<file path="src/rtl/double_word_restoring_divider_core_defines.svh">
// assertion macros shared by the divider files
`ifndef DOUBLE_WORD_RESTORING_DIVIDER_CORE_DEFINES_SVH
`define DOUBLE_WORD_RESTORING_DIVIDER_CORE_DEFINES_SVH

// same-cycle implication, disabled during reset
`define DWRD_ASSERT_SAME(label, clk, rst, ante, cons) \
   label: assert property (@(posedge clk) disable iff (rst) (ante) |-> (cons)) \
      else $error("dwrd same-cycle check failed");

// next-cycle implication, disabled during reset
`define DWRD_ASSERT_NEXT(label, clk, rst, ante, cons) \
   label: assert property (@(posedge clk) disable iff (rst) (ante) |=> (cons)) \
      else $error("dwrd next-cycle check failed");

`endif

</file>
<file path="src/rtl/dwrd_pkg.sv">
package dwrd_pkg;

   localparam int FIELD_BITS = 64;

   typedef logic [FIELD_BITS-1:0] word_type;

endpackage

</file>
<file path="src/rtl/dwrd_cell.sv">
`include "double_word_restoring_divider_core_defines.svh"

module dwrd_cell #(
   parameter int WORD_WIDTH = 64
) (
   input  logic                  clock,
   input  logic                  reset,
   input  logic                  in_valid,
   output logic                  in_ready,
   input  logic [WORD_WIDTH-1:0] in_rem,
   input  logic [WORD_WIDTH-1:0] in_lo,
   input  logic [WORD_WIDTH-1:0] in_q,
   input  logic [WORD_WIDTH-1:0] in_d,
   input  logic                  in_viol,
   output logic                  out_valid,
   input  logic                  out_ready,
   output logic [WORD_WIDTH-1:0] out_rem,
   output logic [WORD_WIDTH-1:0] out_lo,
   output logic [WORD_WIDTH-1:0] out_q,
   output logic [WORD_WIDTH-1:0] out_d,
   output logic                  out_viol
);

   import dwrd_pkg::*;

   logic                  valid_ff;
   logic                  valid_in;
   logic [WORD_WIDTH-1:0] rem_ff;
   logic [WORD_WIDTH-1:0] rem_in;
   logic [WORD_WIDTH-1:0] lo_ff;
   logic [WORD_WIDTH-1:0] lo_in;
   logic [WORD_WIDTH-1:0] q_ff;
   logic [WORD_WIDTH-1:0] q_in;
   logic [WORD_WIDTH-1:0] d_ff;
   logic                  viol_ff;
   logic                  load;
   logic                  carry;
   logic [WORD_WIDTH-1:0] shifted;
   logic [WORD_WIDTH-1:0] diff;
   logic                  take;

   assign in_ready = !valid_ff || out_ready;
   assign load     = in_valid && in_ready;
   assign valid_in = load || (valid_ff && !out_ready);

   // one restoring step
   always_comb begin
      carry   = in_rem[WORD_WIDTH-1];
      shifted = {in_rem[WORD_WIDTH-2:0], in_lo[WORD_WIDTH-1]};
      diff    = shifted - in_d;
      take    = carry || (shifted >= in_d);
      lo_in   = {in_lo[WORD_WIDTH-2:0], 1'b0};
      q_in    = {in_q[WORD_WIDTH-2:0], take};
      rem_in  = take ? diff : shifted;
   end

   always_ff @(posedge clock) begin
      if (reset) begin
         valid_ff <= 1'b0;
      end else begin
         valid_ff <= valid_in;
      end
   end

   always_ff @(posedge clock) begin
      if (load) begin
         rem_ff  <= rem_in;
         lo_ff   <= lo_in;
         q_ff    <= q_in;
         d_ff    <= in_d;
         viol_ff <= in_viol;
      end
   end

   assign out_valid = valid_ff;
   assign out_rem   = rem_ff;
   assign out_lo    = lo_ff;
   assign out_q     = q_ff;
   assign out_d     = d_ff;
   assign out_viol  = viol_ff;

   `DWRD_ASSERT_SAME(a_rem_below_divisor, clock, reset, valid_ff && !viol_ff, rem_ff < d_ff)
   `DWRD_ASSERT_NEXT(a_stall_holds, clock, reset, valid_ff && !out_ready, valid_ff && $stable(q_ff) && $stable(rem_ff))
   `DWRD_ASSERT_SAME(a_no_load_when_full, clock, reset, valid_ff && !out_ready, !load)

endmodule

</file>
<file path="config.mk">
export PLATFORM = sky130hd
export DESIGN_NAME = dwrd_cell
export DESIGN_NICKNAME = d
export VERILOG_FILES = /design/src/rtl/dwrd_pkg.sv /design/src/rtl/dwrd_cell.sv
export VERILOG_INCLUDE_DIRS = /design/src /design/src/rtl
export SDC_FILE = /design/constraint.sdc
export NUM_CORES = 1
export LEC_CHECK = 0
export ABC_CLOCK_PERIOD_IN_PS = 7580
export BUFFER_PORTS_ARGS = -buffer_cell sky130_fd_sc_hd__buf_2
export CORE_AREA = 2 2 204 206
export DETAILED_ROUTE_END_ITERATION = 6
export DIE_AREA = 0 0 206 208
export PLACE_DENSITY_LB_ADDON = 0.25
export SLEW_MARGIN = 20
export SYNTH_ARGS = -nofsm -noshare
export SYNTH_HDL_FRONTEND = slang
export SYNTH_SLANG_ARGS = --single-unit
</file>
<file path="constraint.sdc">
create_clock -name clock -period 7.58 [get_ports clock]
set_input_delay 0.758 -clock clock [delete_from_list [all_inputs] [get_ports clock]]
set_output_delay 0.758 -clock clock [all_outputs]
set_load 0.02 [all_outputs]
</file>
**Yosys cells after proc, flatten, opt, wreduce, memory -nomap -nowiden**

Index checks and enable logic that the tools add are counted.

- Input port bits: 261
- Output and inout bits: 259
- Register bits after elaboration: 257
- Logic and storage cells: 16

- Reduce and logical (&&, ||, !) cells: 7
- Add/subtract/negate cells: 1
- Magnitude comparators: 1
- Mux-type cells: 1

Operator list:

| cell | number |
|---|---|
| $ge 64x64->1 | 1 |
| $mux 64 | 1 |
| $sub 64x64->64 | 1 |
| $logic_or 1x1->1 | 3 |
| $logic_and 1x1->1 | 2 |
| $logic_not 1->1 | 2 |

**Longest topological paths before layout**

Gate-level depths: netlist of the first run.

- Word-level depth: 4
- Gate-level depth with buffers: 15
- Depth with buffers taken out: 13

**Worst setup path before layout of the first run**

Ideal clock, no wire load.

- Path kind: input -> register
- Start: in out_ready
- End: reg d_ff[0] (netlist: out_d[0]) (enable)
- Slack: 0.063 ns
- Stages on the path: 2
- Data arrival time: 6.869 ns
- Buffers on the path: 0
- Setup time: 0.648 ns
- Data required time: 6.932 ns
- Cell sequence: nand2b_1 and2_1

- Word-level cells in the longest chain between the ends: 2

RTL lines:

| element | line | RTL |
|---|---|---|
| start, declared | dwrd_cell.sv:16 | `input logic out_ready,` |
| $logic_or 1x1->1 | dwrd_cell.sv:42 | `assign in_ready = !valid_ff \|\| out_ready;` |
| $logic_and 1x1->1 | dwrd_cell.sv:43 | `assign load = in_valid && in_ready;` |
| via load | dwrd_cell.sv:36 | `logic load;` |
| end signal, assigned | dwrd_cell.sv:70 | `d_ff <= in_d;` |
| end, declared | dwrd_cell.sv:34 | `logic [WORD_WIDTH-1:0] d_ff;` |

The timed path passes the listed nets, and every way through them passes these cells.
A chain may end at the register's enable or synchronous reset.

**Worst setup path after layout of the first run**

- Start: in in_lo[63]
- End: reg rem_ff[2] (netlist: out_rem[2]), data pin

- Word-level cells in the longest chain between the ends: 3
- Elaborated cells between the ends (all ways): 4
- Classes of those cells: add/sub: 1; order compare: 1; mux: 1; reduce/logical: 1

RTL lines:

| element | line | RTL |
|---|---|---|
| start, declared | dwrd_cell.sv:11 | `input logic [WORD_WIDTH-1:0] in_lo,` |
| $ge 64x64->1 | dwrd_cell.sv:51 | `take = carry \|\| (shifted >= in_d);` |
| $logic_or 1x1->1 | dwrd_cell.sv:51 |  |
| $mux 64 * | dwrd_cell.sv:54 | `rem_in = take ? diff : shifted;` |
| via rem_in[2] | dwrd_cell.sv:29 | `logic [WORD_WIDTH-1:0] rem_in;` |
| end signal, assigned | dwrd_cell.sv:67 | `rem_ff <= rem_in;` |
| end, declared | dwrd_cell.sv:28 | `logic [WORD_WIDTH-1:0] rem_ff;` |

Mark *: on every way through the listed nets, which the timed path passes. The rest lies on a longest branch.

==> results_dict.tcl, run 1 <==
set metrics [dict create \
    setup_ws_ps 2620 \
    dieArea_mm2 0.0428 \
    relSlewSlack_pct 32.3 \
    report.power.total_w 0.00407 \
    fp.dieH_um 208 \
    regArea_mm2 0.00771 \
    start_kind "primary input" \
    ys_seq_elements 257 \
    grt-ovfl-total 0 \
    fin_setup_tns_ps 0 \
    syn_to_final_growth_pct 32.3 \
    maxCapViolCount 0 \
    grt_pass1_wl_um 63400 \
    critPathTopFamily "buffers and inverters" \
    crit_top_cell "a21oi_1" \
    syn_nets 1401 \
    synth-xor-area-share_pct 3.51 \
    vias 10600 \
    clock_skew_ps 12.3 \
    path_cells "buf_2 > inv_1 > ha_1 > fa_1 > nand2b_1 > a211oi_1 > o21ai_0 > a31oi_1 > o22ai_1 > a21oi_1 > nor3_2 > clkinv_2 > buf_4 > nor2_1 > a21oi_1" \
    clkPwrFrac_pct 37.0 \
    multi_input_area_mm2 0.00450 \
    wirelength_um 44800 \
    synth-compound-area-share_pct 14.6 \
    crit_type "primary input to flip-flop" \
    nets 1913 \
    avgViaCountPerCell 4.91 \
    place_congestion 0.898 \
    grt_pass1_vias 10300 \
    post-place-ws_ps 2010 \
    clock_latency_ps 580 \
    arrival_ps 5250 \
    core_area_mm2 0.0406 \
    switching_power_w 0.00117 \
    nFillCells 3953 \
    path_buf_inv 4 \
    max_clock_freq_ghz 0.202 \
    core.rowCount 74 \
    layout_commonest_cell "buf_2" \
    start_util_pct 31.4 \
    slowest_delay_ps 900 \
    clock-root-buffer "clkbuf_16" \
    portBuffers 517 \
    drive_gt1_share_pct 36.3 \
    synthCells 1075 \
    power_leakage_nw 7.30 \
    mostFrequentLayoutCells "buf_2, edfxtp_1, a21oi_1" \
    antenna_found_initial 13 \
    setup_viol_count_final 0 \
    clk_path_buf_depth 3 \
    cts_setup_buffers 0 \
    drc 0 \
    muxShareOfSynthArea_pct 0.393 \
    grt_util_all_layers_pct 19.7 \
    hold_buffers 0 \
    yosys.area_share.adder_pct 6.45 \
    critical_path_peak_fanout 52 \
    hold_violations 0 \
    wl_per_cell_um 20.8 \
    status "complete, no violations" \
    ios 520 \
    htreeDepth 1 \
    fin_crit_sh_pct 65.4 \
    maxSlewViolCount 0 \
    yosysWarnings 0 \
    seq_area_frac_synth_pct 60.6 \
    p_per_area_mw_per_mm2 242 \
    synth_cell_types 71 \
    synth_top_family_by_area "compound AO/OA/AOI/OAI gates" \
    clock_sinks 257 \
    final_area_mm2 0.0168 \
    tritoncts "yes" \
    dp_hpwl_um 35500 \
    grt_max_degree 144 \
    detail_route.first_pass.iterations 5 \
    postRouteAntennaNets 0 \
    netlist_area_mm2 0.0127 \
    grt_setup_unrepaired "false" \
    cp_slowest_cell "clkinv_2" \
    fp.dieW_um 206 \
    ys.flop_type "edfxtp_1" \
    max_slew.worst_pin.slew_ps 1010 \
    numCtsBuffers 30 \
    internal_power_w 0.00289 \
    end_kind "flip-flop" \
    async_flop_share_pct 0 \
    sequentialPowerShare_pct 42.6 \
    avgSynthCellArea_um2 11.8 \
    combPwrFrac_pct 20.4 \
    drtIter0Drc 606 \
    fin_crit_ps 4960 \
    vdd_drop_max_mv 0.258 \
    swShare_pct 28.9 \
    dpl_cell_area_mm2 0.0158 \
    hp-class "primary input to flip-flop" \
    cts_resized 0 \
    cts.clk_slew.worst_paths_ps 60 \
    synth-simple-area-share_pct 10.3 \
    required_ps 7880 \
    synth_edf_count 256 \
]
==> through the flow <==
step | hold slack [ps] | utilization (%) | std cells
2_1_floorplan | 729 | - | 1075
3_3_place_gp | 544 | 38.9 | 2087
3_5_place_dp | 564 | 38.9 | 2087
4_1_cts | 309 | 41.4 | 2140
5_1_grt | 320 | 41.5 | 2143
6_report | 347 | 41.5 | 2151
==> synth_stat cells, types with 3 or more instances <==
master	n	area, um^2
clkbuf_1	21	78.8
and3_1	5	31.3
nand2_1	75	282
a31oi_1	9	56.3
nand2b_1	12	75.1
a211o_1	3	26.3
nor2b_1	6	37.5
ha_1	64	801
and4_1	4	35.0
o21ai_0	55	275
buf_2	5	25.0
a21boi_0	4	30.0
buf_4	6	45.0
buf_6	5	56.3
and2_1	6	37.5
a21o_1	30	225
o21a_1	4	30.0
mux2i_1	5	50.1
nor3_1	7	35.0
xnor2_1	24	210
nor4_1	3	18.8
nand4_1	21	131
xor2_1	27	236
nand3_1	11	55.1
edfxtp_1	256	7690
o2111ai_1	5	43.8
a21oi_1	127	636
o22ai_1	3	18.8
or3_1	6	37.5
inv_1	76	285
o211ai_1	6	45.0
a211oi_1	11	82.6
nor2_1	105	394
o21bai_1	12	90.1
or4_1	3	22.5
o31ai_1	5	37.5
==> final timing paths <==
check | start | to | slack (ps) | cells past startpoint
hold reg to reg | out_valid | out_valid | 580 | 2
setup / recovery | in_lo[63] | out_rem[2] | 2620 | 15
setup reg to reg | out_valid | out_lo[40] | 5330 | 3
hold / removal | reset | out_valid | 350 | 2
==> area by class of cell <==
class / instances / share of cell area (%)
clock buffers: 34 / 4.55
diodes: 11 / 0.164
flip-flops and latches: 257 / 45.8
inverters: 76 / 1.70
repair buffers: 522 / 15.7
well taps: 532 / 3.95
clock inverters: 19 / 1.47
multi-input cells: 700 / 26.7
==> logic make-up after synthesis <==
kind of cell    count (synthesis)
fa+ha+maj                      65
xor+xnor                       51
simple gates                  277
other cells                     1
compound gates                301
buf+inv                       118
mux                             5
flops                         257
==> power groups by stage <==
stage	logic, W	registers (W)	clock network, W
6_report	0.000828	0.00173	0.00151
3_5_place_dp	0.000828	0.00176	0
2_1_floorplan	0.000384	0.00192	0
4_1_cts	0.000832	0.00173	0.00155
5_1_grt	0.000901	0.00174	0.00159
3_3_place_gp	0.000820	0.00176	0
==> routing by layer <==
layer,wire [um],GRT usage (%),vias to the layer above
met5,54,0,-
met3,3490,4.34,54
met2,22000,34.4,383
met4,959,5.64,8
met1,18300,24.3,5109
li1,-,-,5018
==> sequential cells by signal (all words and copies together), names as in the netlist <==
name / cells
out_d: 64
out_lo: 63
out_q: 64
out_rem: 64
out_valid: 1
out_viol: 1
Note: power is estimated with default switching activity, not from simulation.
==> run 2: changes to the inputs <==
- ABC_AREA: not set -> 1
- ABC_CLOCK_PERIOD_IN_PS: 7580 -> 4000
- CORE_AREA: 2 2 204 206 -> 2 2 202 204
- DIE_AREA: 0 0 206 208 -> 0 0 204 206
- clock period: 7.58 -> 4 ns (I/O delays scaled with it)
==> run 2 against run 1 <==
Against the previous run: via count rose by 31%; flip-flop and latch count did not move; count of clock-buffer cells in the layout fell by 3; core utilization rose by 8.7 points; non-clock buffer count rose by 113; sequential power rose by 90%; first-iteration DRC count rose by 45%; largest cell class unchanged; largest power group unchanged.
==> results_dict.tcl, run 2 <==
set metrics [dict create \
    antenna_found_initial 4 \
    core_area_mm2 0.0402 \
    min_to "out_d[10]" \
    portBuffers 517 \
    hold_violations 0 \
    max_slew.worst_pin.slew_ps 1000 \
    grt_util_all_layers_pct 25.3 \
    grt_setup_unrepaired "false" \
    core.rowCount 74 \
    relSlewSlack_pct 33.1 \
    ys.flop_type "edfxtp_1" \
    grt-ovfl-total 0 \
    path_cells "dlygate4sd3_1 > buf_2 > ha_1 > fa_1 > inv_1 > nand3_1 > nand2_4 > nand2_2 > nand2_4 > nand2_2 > nand2_2 > nand2_2 > nand3_2 > nand2_2 > nand2_4 > inv_4 > nand2_1 > nand2_1" \
    finalNonFillerCells 3048 \
    vias 13900 \
    syn_to_final_growth_pct 35.4 \
    slowest_delay_ps 540 \
    path_buf_inv 4 \
    synth_top_area_share_pct 51.6 \
    p_per_area_mw_per_mm2 388 \
    netlist_area_mm2 0.0149 \
    maxSlewViolCount 0 \
    reg2reg_slack_ps 2270 \
    cp_slowest_cell "dlygate4sd3_1" \
    synthTopCellsByArea "edfxtp_1, nand2_1, inv_1" \
    clock-root-buffer "clkbuf_16" \
    clock_sinks 257 \
    fin_crit_sh_pct 78.2 \
    grt_pass1_wl_um 79200 \
    arrival_ps 3440 \
    detail_route.first_pass.iterations 5 \
    max_clock_freq_ghz 0.320 \
    start_kind "primary input" \
    wl_per_cell_um 18.2 \
    start_util_pct 37.1 \
    crit_top_cell "nand2_2" \
    postRouteAntennaNets 0 \
    drive_gt1_share_pct 24.6 \
    dp_hpwl_um 44800 \
    status "complete, no violations" \
    clk_path_buf_depth 3 \
    cts_resized 0 \
    wirelength_um 55500 \
    netlist_top_cells_count "nand2_1, inv_1, edfxtp_1, nor2_1, nand3_1" \
    synth_edf_count 256 \
    crit_type "primary input to flip-flop" \
    async_flop_share_pct 0 \
    synthCells 1841 \
    drc 0 \
    yosysTopAreaCell "edfxtp_1" \
    worstHoldStart "in_d[10]" \
    clock_latency_ps 570 \
    avgSynthCellArea_um2 8.10 \
    fp.dieW_um 204 \
    dieArea_mm2 0.0420 \
    synth_cell_types 36 \
    end_kind "flip-flop" \
    syn_nets 2167 \
    fin_crit_ps 3130 \
    critPathTopFamily "simple AND/OR/NAND/NOR gates" \
    post-place-cells 2880 \
    critical_path_peak_fanout 62 \
    setup_ws_ps 873 \
    mostFrequentLayoutCells "nand2_1, buf_2, inv_1" \
    hold_depth 1 \
    required_ps 4320 \
    maxCapViolCount 0 \
    power_leakage_nw 10.7 \
    drtIter0Drc 878 \
    place_congestion 0.928 \
    vdd_drop_max_mv 0.309 \
    htreeDepth 1 \
    fp.dieH_um 206 \
    rr_startpoint "out_valid" \
    layout_commonest_cell "nand2_1" \
    tritoncts "yes" \
    grt_pass1_vias 13600 \
    seq_area_frac_synth_pct 51.7 \
    setup_viol_count_final 0 \
    ys_seq_elements 257 \
    r2r_cells 2 \
    clock_skew_ps 23.1 \
    yosysWarnings 0 \
    nets 2817 \
    grt_max_degree 160 \
    post-place-ws_ps 797 \
    synth_most_common_cell "nand2_1" \
    cts.clk_slew.worst_paths_ps 60 \
    reg2reg_to "out_rem[6]" \
    hp-class "primary input to flip-flop" \
    numCtsBuffers 28 \
    avgViaCountPerCell 4.54 \
    ios 520 \
]
==> run 2: changes by cell type after synthesis, moves of 12 or more <==
cell      previous run  this run
a21o_1              30         1
a21oi_1            127        42
clkbuf_1            21         0
inv_1               76       395
nand2_1             75       751
nand2b_1            12         0
nand3_1             11        81
o21ai_0             55         5
xnor2_1             24         1
==> run 2: how the worst max path moves through the flow <==
stage	startpoint	depth (start not counted)	end	slack (ps)
6_report	in_d[0]	18	out_rem[4]	870
5_1_grt	in_d[0]	18	out_rem[56]	640
4_1_cts	in_d[0]	18	out_rem[56]	850
3_5_place_dp	in_lo[63]	18	out_rem[56]	800
3_3_place_gp	in_lo[63]	18	out_rem[56]	830
2_1_floorplan	out_valid	1	out_d[0]	-1110
==> run 2: logic make-up after synthesis <==
| family | count (synthesis) | synth area share [%] |
|---|---|---|
| AOI/OAI and AO/OA | 54 | 1.93 |
| xor gates and xnor gates | 31 | 1.82 |
| adders and majority gates | 65 | 5.51 |
| buffers and inverters | 419 | 11.0 |
| DFF | 257 | 51.7 |
| other | 1 | 0.0252 |
| and+or+nand+nor | 1014 | 28.0 |
==> run 2: worst register-to-register path: cells and delay by family, from the launching register on <==
family,cells,cell delay (ps)
compound gates,1,190
buf+inv,1,550
flops,1,350
==> run 2: repair_timing <==
action                                  4_1_cts  5_1_grt
hold buffers                                113        0
buffers inserted                              0        0
endpoints found under the hold margin       113        0
endpoints found under the setup margin        0        0
==> run 2: per-layer routing <==
layer | global-route usage, % | vias to the layer above | wire (um)
met1 | 31.9 | 6346 | 23700
li1 | - | 6993 | -
met3 | 3.80 | 76 | 3220
met4 | 8.90 | 2 | 2000
met5 | 0 | - | 12
met2 | 44.0 | 433 | 26600
==> run 2: area by class of cell <==
type	instances	area, um^2
well taps	532	666
diodes	4	10.0
multi-input cells	1165	5560
flip-flops and latches	257	7710
clock buffers	31	733
repair buffers	635	3780
fillers	3987	20000
clock inverters	20	194
inverters	404	1520
==> run 2: stage by stage <==
stage               setup TNS, ps  instance area (um^2)  total power [W]  hold slack, ps  util, %
floorplan                 -285080                 14900          0.00449             459        -
detailed placement              0                 18100          0.00517             534     45.1
finish                          0                 20200          0.00783            24.2     50.2
global route                    0                 20200          0.00820            1.48     50.2
global placement                0                 18100          0.00515             520     45.1
CTS                             0                 20200          0.00791           0.326     50.2
==> run 2: power breakdown <==
part / total, W / internal (W) / leakage [nW] / switching, W
Clock: 0.00263 / 0.00152 / 0.447 / 0.00111
Sequential: 0.00328 / 0.00323 / 2.49 / 0.0000522
Combinational: 0.00192 / 0.000637 / 7.77 / 0.00128
